==> src/design/sva_pkg.sv <==
// Package for the voice allocator: constants, command, status and CSR codes, FSM states.
// No dependencies.
`default_nettype none
package sva_pkg;
   localparam int MaxVoicesDef = 64;
   localparam int MaxCoresDef = 4;
   localparam logic [6:0] CpuLimit = 7'd90;
   localparam logic [15:0] LoadCeiling = 16'd1000;
   localparam logic [7:0] NoNote = 8'd255;
   localparam logic [4:0] NoProgram = 5'd31;

   typedef enum logic [3:0] {
      CMD_ADD = 4'd0, CMD_SUB = 4'd1, CMD_READ = 4'd2, CMD_CLEAR = 4'd3,
      CMD_LEAST = 4'd4, CMD_FREE = 4'd5, CMD_OLDEST = 4'd6, CMD_REUSE = 4'd7,
      CMD_ACTIVATE = 4'd8, CMD_RELEASE = 4'd9, CMD_DONE = 4'd10
   } cmd_type;

   typedef enum logic [1:0] {
      ST_OK = 2'd0, ST_RANGE = 2'd1, ST_CPU = 2'd2, ST_NONE = 2'd3
   } status_type;

   typedef enum logic [2:0] {
      CSR_VOICES = 3'd0, CSR_CORES = 3'd1, CSR_VPC = 3'd2, CSR_PROGS = 3'd3,
      CSR_WEIGHT = 3'd4
   } csr_type;

   typedef enum logic [2:0] {
      S_CLEAR, S_IDLE, S_SCAN, S_VREAD, S_VWRITE, S_LOAD, S_RESP
   } state_type;
endpackage
`default_nettype wire

==> src/design/sva_voice_mem.sv <==
// Voice table memory: one write port and one registered read port.
// Depends on sva_pkg.
`default_nettype none
module sva_voice_mem import sva_pkg::*; #(
   parameter int MaxVoices = MaxVoicesDef,
   localparam int Aw = (MaxVoices > 1) ? $clog2(MaxVoices) : 1
) (
   input  wire logic          clock,
   input  wire logic          wr_en,
   input  wire logic [Aw-1:0] wr_addr,
   input  wire logic [46:0]   wr_data,
   input  wire logic [Aw-1:0] rd_addr,
   output logic [46:0]        rd_data_ff
);
   logic [46:0] mem [MaxVoices];

   always_ff @(posedge clock) begin
      if (wr_en) begin
         mem[wr_addr] <= wr_data;
      end
      rd_data_ff <= mem[rd_addr];
   end
endmodule
`default_nettype wire

==> src/design/synth_voice_allocator_top.sv <==
// Top level of the voice allocator: command sequencer, core loads and config.
// Depends on sva_pkg and sva_voice_mem.
`default_nettype none
// One request is processed at a time, and the next request is taken only after the
// response has been accepted. Load commands pass through a load state and a response
// state, least core through an empty scan and the response state. Voice updates (activate,
// release, done) read the entry, write the update, adjust the core load where needed and respond.
// The free, oldest and reuse searches read the voice table one entry per cycle through its
// single read port: all configured voices for oldest and reuse, one core group for free. A
// response that waits for rsp_ready holds off the next request for as long as it waits.
// After reset a clearing pass writes every voice entry, one per cycle, and no request is
// taken before it ends.
module synth_voice_allocator_top import sva_pkg::*; (
   input  wire logic        clock,
   input  wire logic        reset,
   input  wire logic        req_valid,
   output logic             req_ready,
   input  wire logic [3:0]  req_command,
   input  wire logic [5:0]  req_voice_index,
   input  wire logic [1:0]  req_core_index,
   input  wire logic [6:0]  req_note_number,
   input  wire logic [3:0]  req_program_number,
   input  wire logic [7:0]  req_load_amount,
   input  wire logic        req_release_pending,
   input  wire logic [31:0] req_time_ms,
   input  wire logic [6:0]  req_cpu_percent,
   output logic             rsp_valid,
   input  wire logic        rsp_ready,
   output logic [1:0]       rsp_status,
   output logic [5:0]       rsp_found_index,
   output logic [15:0]      rsp_load_value,
   input  wire logic        csr_write_enable,
   input  wire logic [2:0]  csr_index,
   input  wire logic [7:0]  csr_write_data
);
   localparam int MaxVoices = MaxVoicesDef;
   localparam int MaxCores = MaxCoresDef;
   localparam int Aw = (MaxVoices > 1) ? $clog2(MaxVoices) : 1;
   localparam int Cw = (MaxCores > 1) ? $clog2(MaxCores) : 1;
   localparam int Vw = Aw + 1;
   localparam logic [Vw-1:0] NVoices = Vw'(MaxVoices);
   localparam logic [4:0] NCores = 5'(MaxCores);

   state_type state_ff, state_in;
   logic [6:0] voices_ff;
   logic [2:0] cores_ff;
   logic [6:0] vpc_ff;
   logic [4:0] progs_ff;
   logic [7:0] weight_ff;
   logic [15:0] load_ff [MaxCores];

   logic [3:0] cmd_ff;
   logic [5:0] vi_ff;
   logic [1:0] ci_ff;
   logic [6:0] note_ff;
   logic [3:0] prog_ff;
   logic [7:0] amt_ff;
   logic pend_ff;
   logic [31:0] now_ff;
   logic [6:0] cpu_ff;

   logic [Vw-1:0] scan_ff, scan_in;
   logic [Vw-1:0] rd_idx_ff;
   logic [Vw-1:0] hi_ff;
   logic scan_rd_ff;
   logic hit_ff;
   logic [32:0] best_ff;
   logic [Vw-1:0] best_idx_ff;
   logic [1:0] status_ff;
   logic [5:0] found_ff;
   logic [15:0] loadv_ff;
   logic [1:0] rsp_status_ff;
   logic [5:0] rsp_found_ff;
   logic [15:0] rsp_load_ff;
   logic rsp_valid_ff;
   logic [Vw-1:0] vpc_sub_ff;
   logic [4:0] core_of_ff;

   logic [Vw-1:0] nv;
   logic [4:0] nc;
   logic mem_we;
   logic [Aw-1:0] mem_wa, mem_ra;
   logic [46:0] mem_wd, mem_rd;
   logic e_act, e_pend;
   logic [7:0] e_note;
   logic [4:0] e_prog;
   logic [31:0] e_time;
   logic accept;
   logic [Vw-1:0] free_lo, free_hi, free_end;
   logic [14:0] lo_prod;
   logic [15:0] hi_sum;

   assign nv = ({1'b0, voices_ff} > 8'(NVoices)) ? NVoices : Vw'(voices_ff);
   assign nc = ({2'b0, cores_ff} > NCores) ? NCores : 5'(cores_ff);
   assign {e_act, e_pend, e_note, e_prog, e_time} = mem_rd;
   assign req_ready = (state_ff == S_IDLE) && !rsp_valid_ff;
   assign accept = req_valid && req_ready;
   assign lo_prod = 15'(req_core_index) * 15'(vpc_ff);
   assign hi_sum = 16'(lo_prod) + 16'(vpc_ff);
   assign free_lo = (lo_prod > 15'(nv)) ? nv : Vw'(lo_prod);
   assign free_end = (hi_sum > 16'(nv)) ? nv : Vw'(hi_sum);
   assign free_hi = free_end;

   sva_voice_mem #(.MaxVoices(MaxVoices)) u_mem (
      .clock, .wr_en(mem_we), .wr_addr(mem_wa), .wr_data(mem_wd),
      .rd_addr(mem_ra), .rd_data_ff(mem_rd)
   );

   always_comb begin
      state_in = state_ff;
      unique case (state_ff)
         S_CLEAR: if (scan_ff == NVoices - Vw'(1)) state_in = S_IDLE;
         S_IDLE: begin
            if (accept) begin
               unique case (req_command)
                  CMD_FREE, CMD_OLDEST, CMD_REUSE, CMD_LEAST: state_in = S_SCAN;
                  CMD_ACTIVATE, CMD_RELEASE, CMD_DONE: state_in = S_VREAD;
                  default: state_in = S_LOAD;
               endcase
            end
         end
         S_SCAN: if (!scan_rd_ff && scan_ff >= hi_ff) state_in = S_RESP;
         S_VREAD: state_in = S_VWRITE;
         S_VWRITE: state_in = S_LOAD;
         S_LOAD: state_in = S_RESP;
         S_RESP: state_in = S_IDLE;
         default: state_in = S_IDLE;
      endcase
   end

   always_comb begin
      scan_in = scan_ff + Vw'(1);
      mem_ra = scan_ff[Aw-1:0];
      if (state_ff == S_VREAD || state_ff == S_VWRITE) mem_ra = vi_ff[Aw-1:0];
      mem_we = 1'b0;
      mem_wa = scan_ff[Aw-1:0];
      mem_wd = {1'b0, 1'b0, NoNote, NoProgram, 32'd0};
      if (state_ff == S_CLEAR) mem_we = 1'b1;
      if (state_ff == S_VWRITE && status_ff == ST_OK) begin
         mem_wa = vi_ff[Aw-1:0];
         unique case (cmd_ff)
            CMD_ACTIVATE: begin
               mem_we = 1'b1;
               mem_wd = {1'b1, 1'b0, {1'b0, note_ff}, {1'b0, prog_ff}, now_ff};
            end
            CMD_RELEASE: begin
               mem_we = 1'b1;
               if (pend_ff) mem_wd = {e_act, 1'b1, e_note, e_prog, e_time};
            end
            CMD_DONE: mem_we = e_act || e_pend;
            default: mem_we = 1'b0;
         endcase
      end
   end

   always_ff @(posedge clock) begin
      if (reset) begin
         state_ff <= S_CLEAR;
         scan_ff <= '0;
         rsp_valid_ff <= 1'b0;
         voices_ff <= 7'd64;
         cores_ff <= 3'd4;
         vpc_ff <= 7'd16;
         progs_ff <= 5'd16;
         weight_ff <= 8'd1;
         scan_rd_ff <= 1'b0;
         for (int i = 0; i < MaxCores; i++) load_ff[i] <= '0;
      end else begin
         state_ff <= state_in;
         if (csr_write_enable) begin
            unique case (csr_index)
               CSR_VOICES: voices_ff <= csr_write_data[6:0];
               CSR_CORES: cores_ff <= csr_write_data[2:0];
               CSR_VPC: vpc_ff <= csr_write_data[6:0];
               CSR_PROGS: progs_ff <= csr_write_data[4:0];
               CSR_WEIGHT: weight_ff <= csr_write_data;
               default: ;
            endcase
         end
         if (rsp_valid_ff && rsp_ready) rsp_valid_ff <= 1'b0;
         if (state_ff == S_CLEAR) scan_ff <= scan_in;
         if (accept) begin
            cmd_ff <= req_command;
            vi_ff <= req_voice_index;
            ci_ff <= req_core_index;
            note_ff <= req_note_number;
            prog_ff <= req_program_number;
            amt_ff <= req_load_amount;
            pend_ff <= req_release_pending;
            now_ff <= req_time_ms;
            cpu_ff <= req_cpu_percent;
            hit_ff <= 1'b0;
            best_ff <= {1'b1, 32'd0};
            best_idx_ff <= '0;
            status_ff <= ST_RANGE;
            found_ff <= '0;
            loadv_ff <= '0;
            scan_rd_ff <= 1'b0;
            vpc_sub_ff <= '0;
            hi_ff <= nv;
            scan_ff <= '0;
            if (req_command == CMD_FREE) begin
               scan_ff <= free_lo;
               hi_ff <= free_hi;
            end
            if (req_command == CMD_LEAST) hi_ff <= '0;
         end
         if (state_ff == S_SCAN) begin
            scan_rd_ff <= 1'b0;
            if (scan_ff < hi_ff) begin
               scan_ff <= scan_in;
               scan_rd_ff <= 1'b1;
               rd_idx_ff <= scan_ff;
            end
            if (scan_rd_ff) begin
               unique case (cmd_ff)
                  CMD_FREE: begin
                     if (!hit_ff && !e_act && !e_pend) begin
                        hit_ff <= 1'b1;
                        best_idx_ff <= rd_idx_ff;
                     end
                  end
                  CMD_OLDEST: begin
                     if ({1'b0, e_time} < best_ff) begin
                        hit_ff <= 1'b1;
                        best_ff <= {1'b0, e_time};
                        best_idx_ff <= rd_idx_ff;
                     end
                  end
                  default: begin
                     if ((e_act || e_pend) && e_note == {1'b0, note_ff}
                         && e_prog == {1'b0, prog_ff} && {1'b0, e_time} < best_ff) begin
                        hit_ff <= 1'b1;
                        best_ff <= {1'b0, e_time};
                        best_idx_ff <= rd_idx_ff;
                     end
                  end
               endcase
            end
         end
         if (state_ff == S_VREAD) begin
            status_ff <= ST_RANGE;
            found_ff <= '0;
            if ({1'b0, vi_ff} < 7'(nv) &&
                (cmd_ff != CMD_ACTIVATE || {1'b0, prog_ff} < progs_ff)) begin
               status_ff <= ST_OK;
               found_ff <= vi_ff;
            end
            vpc_sub_ff <= '0;
            core_of_ff <= '0;
         end
         if (state_ff == S_VWRITE) begin
            // Find the owning core by counting groups; MaxCores is small.
            core_of_ff <= 5'd31;
            for (int c = MaxCores - 1; c >= 0; c--) begin
               if (16'(vi_ff) < 16'(c + 1) * 16'(vpc_ff) &&
                   16'(vi_ff) >= 16'(c) * 16'(vpc_ff)) core_of_ff <= 5'(c);
            end
            vpc_sub_ff <= Vw'(0);
            if (status_ff == ST_OK && vpc_ff != 7'd0 &&
                ((cmd_ff == CMD_RELEASE && !pend_ff) ||
                 (cmd_ff == CMD_DONE && (e_act || e_pend)))) vpc_sub_ff <= Vw'(1);
         end
         if (state_ff == S_LOAD) begin
            unique case (cmd_ff)
               CMD_ADD, CMD_SUB, CMD_READ, CMD_CLEAR: begin
                  if ({3'b0, ci_ff} < nc && (cmd_ff[1] || amt_ff != 8'd0)) begin
                     logic [16:0] cur;
                     cur = {1'b0, load_ff[ci_ff[Cw-1:0]]};
                     if (cmd_ff == CMD_ADD) begin
                        cur = cur + 17'(amt_ff);
                        if (cur[16]) cur = 17'h0FFFF;
                     end else if (cmd_ff == CMD_SUB) begin
                        cur = (cur > 17'(amt_ff)) ? cur - 17'(amt_ff) : 17'd0;
                     end else if (cmd_ff == CMD_CLEAR) begin
                        cur = 17'd0;
                     end
                     load_ff[ci_ff[Cw-1:0]] <= cur[15:0];
                     status_ff <= ST_OK;
                     found_ff <= 6'(ci_ff);
                     loadv_ff <= cur[15:0];
                  end
               end
               default: begin
                  if (vpc_sub_ff != '0 && core_of_ff < nc && weight_ff != 8'd0) begin
                     load_ff[core_of_ff[Cw-1:0]] <=
                        (load_ff[core_of_ff[Cw-1:0]] > 16'(weight_ff)) ?
                        load_ff[core_of_ff[Cw-1:0]] - 16'(weight_ff) : 16'd0;
                  end
               end
            endcase
         end
         if (state_ff == S_RESP) begin
            rsp_valid_ff <= 1'b1;
            rsp_status_ff <= status_ff;
            rsp_found_ff <= found_ff;
            rsp_load_ff <= loadv_ff;
            unique case (cmd_ff)
               CMD_LEAST: begin
                  logic [15:0] b;
                  logic h;
                  logic [5:0] f;
                  b = LoadCeiling;
                  h = 1'b0;
                  f = '0;
                  for (int c = 0; c < MaxCores; c++) begin
                     if (5'(c) < nc && load_ff[c] < b) begin
                        b = load_ff[c];
                        h = 1'b1;
                        f = 6'(c);
                     end
                  end
                  rsp_status_ff <= h ? ST_OK : ST_NONE;
                  rsp_found_ff <= h ? f : 6'd0;
                  rsp_load_ff <= h ? b : 16'd0;
               end
               CMD_FREE: begin
                  rsp_load_ff <= '0;
                  if ({3'b0, ci_ff} >= nc) begin
                     rsp_status_ff <= ST_RANGE;
                     rsp_found_ff <= '0;
                  end else begin
                     rsp_status_ff <= hit_ff ? ST_OK : ST_NONE;
                     rsp_found_ff <= hit_ff ? 6'(best_idx_ff) : 6'd0;
                  end
               end
               CMD_OLDEST: begin
                  rsp_load_ff <= '0;
                  rsp_status_ff <= hit_ff ? ST_OK : ST_NONE;
                  rsp_found_ff <= hit_ff ? 6'(best_idx_ff) : 6'd0;
               end
               CMD_REUSE: begin
                  rsp_load_ff <= '0;
                  rsp_found_ff <= '0;
                  if (cpu_ff > CpuLimit) rsp_status_ff <= ST_CPU;
                  else if ({1'b0, prog_ff} >= progs_ff) rsp_status_ff <= ST_RANGE;
                  else begin
                     rsp_status_ff <= hit_ff ? ST_OK : ST_NONE;
                     rsp_found_ff <= hit_ff ? 6'(best_idx_ff) : 6'd0;
                  end
               end
               default: ;
            endcase
         end
      end
   end

   assign rsp_valid = rsp_valid_ff;
   assign rsp_status = rsp_status_ff;
   assign rsp_found_index = rsp_found_ff;
   assign rsp_load_value = rsp_load_ff;
endmodule
`default_nettype wire

==> config.mk <==
export PLATFORM = sky130hd
export DESIGN_NAME = synth_voice_allocator_top
export DESIGN_NICKNAME = d
export VERILOG_FILES = /design/src/design/sva_pkg.sv /design/src/design/sva_voice_mem.sv /design/src/design/synth_voice_allocator_top.sv
export SDC_FILE = /design/constraint.sdc
export NUM_CORES = 2
export LEC_CHECK = 0
export ABC_CLOCK_PERIOD_IN_PS = 11800
export BUFFER_PORTS_ARGS = -buffer_cell sky130_fd_sc_hd__buf_2
export CORE_ASPECT_RATIO = 0.8
export CORE_MARGIN = 5
export CORE_UTILIZATION = 35
export DETAILED_ROUTE_END_ITERATION = 16
export PLACE_DENSITY = 0.59
export SLEW_MARGIN = 40
export SYNTH_ARGS = -nofsm -noshare
export SYNTH_HDL_FRONTEND = slang
export SYNTH_SLANG_ARGS = --single-unit
==> constraint.sdc <==
create_clock -name clock -period 11.8 [get_ports clock]
set_input_delay 0.59 -clock clock [delete_from_list [all_inputs] [get_ports clock]]
set_output_delay 0.59 -clock clock [all_outputs]
set_load 0.02 [all_outputs]
==> Word-level counts from Yosys, hierarchy flattened <==
Memory sizes are Yosys's and may differ from the RTL's. A register that Yosys moved wholly into a read port is not among the register bits.
Cells that the tools add are included.
{ "word_totals": {"reg_bits": 228, "ram_bits": 3072, "n_memories": 2} }
{ "mem_list": {"columns": ["memory", "words", "word_bits", "rd", "rd_ports_with_merged_regs", "write_ports", "line", "rtl"], "rows": [
  ["u_mem.mem", 64, 47, 1, 1, 1, "sva_voice_mem.sv:15", "logic [46:0] mem [MaxVoices];"],
  ["load_ff", 4, 16, 6, 2, 4, "synth_voice_allocator_top.sv:50", "logic [15:0] load_ff [MaxCores];"]
]} }
{ "classes": {"addsub": 5, "n_mul": 2, "magnitude_cmp": 32, "n_eq_ne": 34, "muxes": 143, "bitwise": 1, "n_reduce_logical": 67} }
{ "op_table": {"columns": ["op", "count"], "rows": [
  ["$mux 16", 30],
  ["$mux 33", 5],
  ["$mux 7", 18],
  ["$mux 47", 2],
  ["$pmux 47 s2", 1],
  ["$mux 6", 15],
  ["$pmux 33 s2", 1],
  ["$lt 16x16->1", 3],
  ["$mux 1", 39],
  ["$lt 32x33->1", 1],
  ["$eq 4x3->1 const B", 8],
  ["$gt 16x8->1", 2],
  ["$pmux 16 s2", 1],
  ["$reduce_or 16->1", 2],
  ["$sub 16x8->16", 2],
  ["$mux 5", 6],
  ["$mux 2", 14],
  ["$logic_and 1x1->1", 26],
  ["$eq 4x4->1 const B", 6],
  ["$pmux 6 s4", 1],
  ["$lt 6x9->1", 2],
  ["$pmux 3 s6", 1],
  ["$reduce_and 2->1", 9],
  ["$add 16x8->17", 1],
  ["other kinds (53)", 88]
]} }

==> Depth between registers and ports, before layout <==
{ "logic_depth": {"ltp_word": 28, "depth_mapped": 38} }

==> Hierarchy <==
Synthesis repeated with hierarchy kept, for this count alone.
{ "hier_totals": {"cells_unflattened": 6982, "hier_area_um2": 135819.0} }
{ "by_module_without_submodules": {"columns": ["module", "n_inst", "cells_each", "area_each_um2"], "rows": [
  ["sva_voice_mem", 1, 4840, 115055.3],
  ["synth_voice_allocator_top", 1, 2142, 20763.7]
]} }

==> Worst setup path after synthesis <==
OpenSTA, ideal clock, no wires.
{ "synth_path": {"kind": "flip-flop to flip-flop", "startpoint": "memory load_ff[0][13]", "endpoint": "register rsp_load_ff[10] (netlist: rsp_load_value[10]) (data pin)", "arrival_time_ns": 7.391, "setup_slack_ns": 4.257, "stages_incl_launch_ff": 36, "period_less_slack_ns": 7.543, "cell_sequence": "edfxtp_1 nor4_1 nand2_1 or3_1 clkbuf_1 nor2_1 ha_1 a21oi_1 o21ai_0 a2111oi_0 nand2b_1 clkbuf_1 clkbuf_1 a21oi_1 inv_1 ha_1 a21o_1 a21o_1 a21oi_1 o211ai_1 a21o_1 a31o_2 clkbuf_1 buf_2 mux2i_1 ha_1 a21o_1 a21oi_1 and2_1 nand2_1 a211o_1 a2111oi_0 buf_2 buf_2 mux2_2 o21ai_0"} }
{ "synth_rtl": {"columns": ["element", "line", "rtl"], "rows": [
  ["start: declaration", "synth_voice_allocator_top.sv:50", null],
  ["end signal: assignment", "synth_voice_allocator_top.sv:297", "rsp_load_ff <= loadv_ff;"],
  ["end signal: assignment", "synth_voice_allocator_top.sv:315", "rsp_load_ff <= h ? b : 16'd0;"],
  ["end: declaration", "synth_voice_allocator_top.sv:74", "logic [15:0] rsp_load_ff;"]
]} }

==> flow_summary.ini <==
[setup_path]
crit_path_max_fanout = 20
critPathLaunchType = flip-flop
critPathMostFrequentCell = nand2_1
cpPeakStageDelay_ns = 0.67
path_class = reg -> reg
crit_family = compound AO/OA/AOI/OAI gates
path_buf_inv = 2
end_kind = flip-flop
required_ns = 12.46
crit_arrival_ns = 9.54
critPathSlowestCell = a2111oi_0

[pwr]
switching_share = 0.231
power.internal_mw = 19.4
peakVddDrop_uv = 115
switchingPower_mw = 5.83
leakage_nw = 55.5
comb_power_share = 0.068
power_frac_clock = 0.416
seqPwrFrac = 0.516
power.density_nw_per_um2 = 159

[synth]
async_flop_share = 0
synth-adder-area-share = 0.0167
synth-compound-area-share = 0.0835
ys_top_cells_by_area = edfxtp_1, nand2_1, a311oi_1
synth_area_um2 = 139000
ys_types = 85
yosysMostFrequentCell = edfxtp_1
synth_edf_count = 3248
yosysSeqAreaShare = 0.713
netlist_instances = 11000
synth_top_cell_by_area = edfxtp_1
synth_common_cells = edfxtp_1, nand2_1, nand3_1
yosys_register_bits = 3341
ys_warn_count = 0
synthMuxAreaShare = 0.0103
syn_avg_cell_area_um2 = 12.7
synth-simple-area-share = 0.148
synth_ff_type = edfxtp_1
synth_top_family_by_area = simple AND/OR/NAND/NOR gates
synth-xor-area-share = 0.00302
synth_top_area_share = 0.699

[routing]
totalWireLength_um = 429000
routed.top_layer = met5
post_drt_wl_per_cell_um = 25.7
drtIter0Drc = 13200
vias = 93200
drt-met1-wl_um = 195000
dr.pass1.iters = 6
drc = 0
viasPerCell = 5.59
routed-wl-met2_um = 178000
wl_met3_um = 45300
drtAntennaViolNets = 0

[clock_tree]
cts_root_buffer = clkbuf_16
cts_buffers = 326
clk_pin_slew_ns = 0.06
clock_path_buffers = 4
cts_sinks = 3341
cts_htree_levels = 5
clk_latency_ns = 0.92
cts_tree = built

[timing]
finalCriticalPeriod_ns = 8.89
drv_slew = 0
setup_viol = 0
fin_crit_sh = 0.753
slew_headroom = 0.364
hold_violations = 0
fin_setup_tns_ns = 0
rsz0062_at_grt = no
worst_pin_slew_ns = 0.927
finalClockSkew_ns = 0.0823
max_freq_ghz = 0.113

[global_routing]
gr-usage-all-layers = 0.200
grt_max_degree = 159
grt_pass1_vias = 85500
grt.overflow.total = 0
grt_first_pass_wirelength_um = 618000
grt_antenna_before_repair = 19

[final_layout]
ff_latch_area_um2 = 99400
multi_input_area_um2 = 37600
layout-area-overhead-vs-synth_pct = 14.3
drive_above_1_share = 0.0975
fillerInstances = 36800
fin_area_um2 = 159000
fin_nets = 11400

[floorplanning]
die_h_um = 575
initial_core_util = 0.351
die_x_um = 716
die_area_um2 = 411000
pin_count = 113
rows = 207
core_um2 = 397000

[place]
post-dp-hpwl_um = 238000
placed_area_um2 = 148000
gp_congestion = 0.861
portBuffers = 112

[flow_run]
cap_viol_max_count = 0

[min_path]
hp-class = in -> reg

[status]
status = finished clean
cell usage in the layout, fill, tap and decap left out, types with 67 or more instances in the layout:
master            n
clkbuf_1         67
a21oi_1         288
ha_1            177
a211oi_1        144
nand3_1         796
a311oi_1        565
edfxtp_1       3248
nor2_4           99
buf_4           220
inv_1           171
nand2_1        3157
dfxtp_1          93
nor2_1          161
buf_2           112
and3_1          383
o21ai_0          88
clkbuf_16       335
dlygate4sd3_1    75
a31oi_1         201
cells by family (layout without fill, tap and decap cells):
kind of cell    Yosys count  in the layout
compound gates         1591           1591
xor+xnor                 48             48
fa+ha+maj               183            183
buf+inv                 919           1243
flops                  3341           3341
mux                      99             99
other cells               1             10
simple gates           4834           4834
path summary, 6_finish.rpt:
path                     startpoint  slack, ns                  to  depth (start not counted)
setup / recovery     load_ff[0][13]       2.91  rsp_load_value[15]                         29
hold / removal    csr_write_data[2]       0.09        voices_ff[2]                          3
setup reg to reg     load_ff[0][13]       2.91  rsp_load_value[15]                         29
hold reg to reg        voices_ff[2]       0.46        voices_ff[2]                          2
area by class of cell:
cell class,instances,area share
well taps,5329,0.0418
clock buffers,411,0.0549
repair buffers,489,0.0285
flip-flops and latches,3341,0.624
multi-input cells,6761,0.236
inverters,172,0.00406
clock inverters,171,0.0108
diodes,4,0.0000628
state kept, by name, summed over array words and instances (netlist names), 7 cells and up, named ones only:
signal / flops
note_ff: 7
cpu_ff: 7
u_mem.rd_data_ff: 47
load_ff: 64
best_ff: 33
voices_ff: 7
rsp_load_value: 16
now_ff: 32
scan_ff: 7
vpc_ff: 7
loadv_ff: 16
hi_ff: 7
amt_ff: 8
u_mem.mem: 3008
weight_ff: 8
metrics by stage:
step	instances	hold WS [ns]	power [mW]	utilization	setup WS [ns]
3_5_place_dp	16000	0.451	15.0	0.373	3.10
2_1_floorplan	11000	0.432	14.4	-	4.26
4_1_cts	16700	0.0225	25.4	0.401	3.01
3_3_place_gp	16000	0.445	15.0	0.370	3.15
5_1_grt	16700	0.0480	26.1	0.401	2.29
6_report	16700	0.0873	25.3	0.401	2.91
per-layer routing:
layer	up-vias	GRT usage
li1	41100	-
met1	46800	0.316
met2	4717	0.278
met3	607	0.0405
met4	12	0.0503
met5	-	0.00542
timing repair:
item	in CTS	in global routing
hold buffers	75	0
gates resized for setup	0	0
hold endpoints to repair	82	0
buffers inserted	0	0
worst reg2reg max path, delay by kind of cell (launching register included):
kind | cells | cell delay [ns]
buf+inv | 2 | 0.45
compound gates | 12 | 3.61
fa+ha+maj | 3 | 0.92
simple gates | 10 | 2.59
flops | 1 | 0.43
mux | 2 | 0.71
power by group through the flow:
stage / clock network [mW] / registers [mW] / logic (mW)
6_report: 10.5 / 13.0 / 1.71
2_1_floorplan: 0 / 13.2 / 1.14
3_5_place_dp: 0 / 13.3 / 1.67
4_1_cts: 10.6 / 13.0 / 1.70
5_1_grt: 11.2 / 13.0 / 1.87
3_3_place_gp: 0 / 13.3 / 1.66
(Power assumes the default switching activity.)
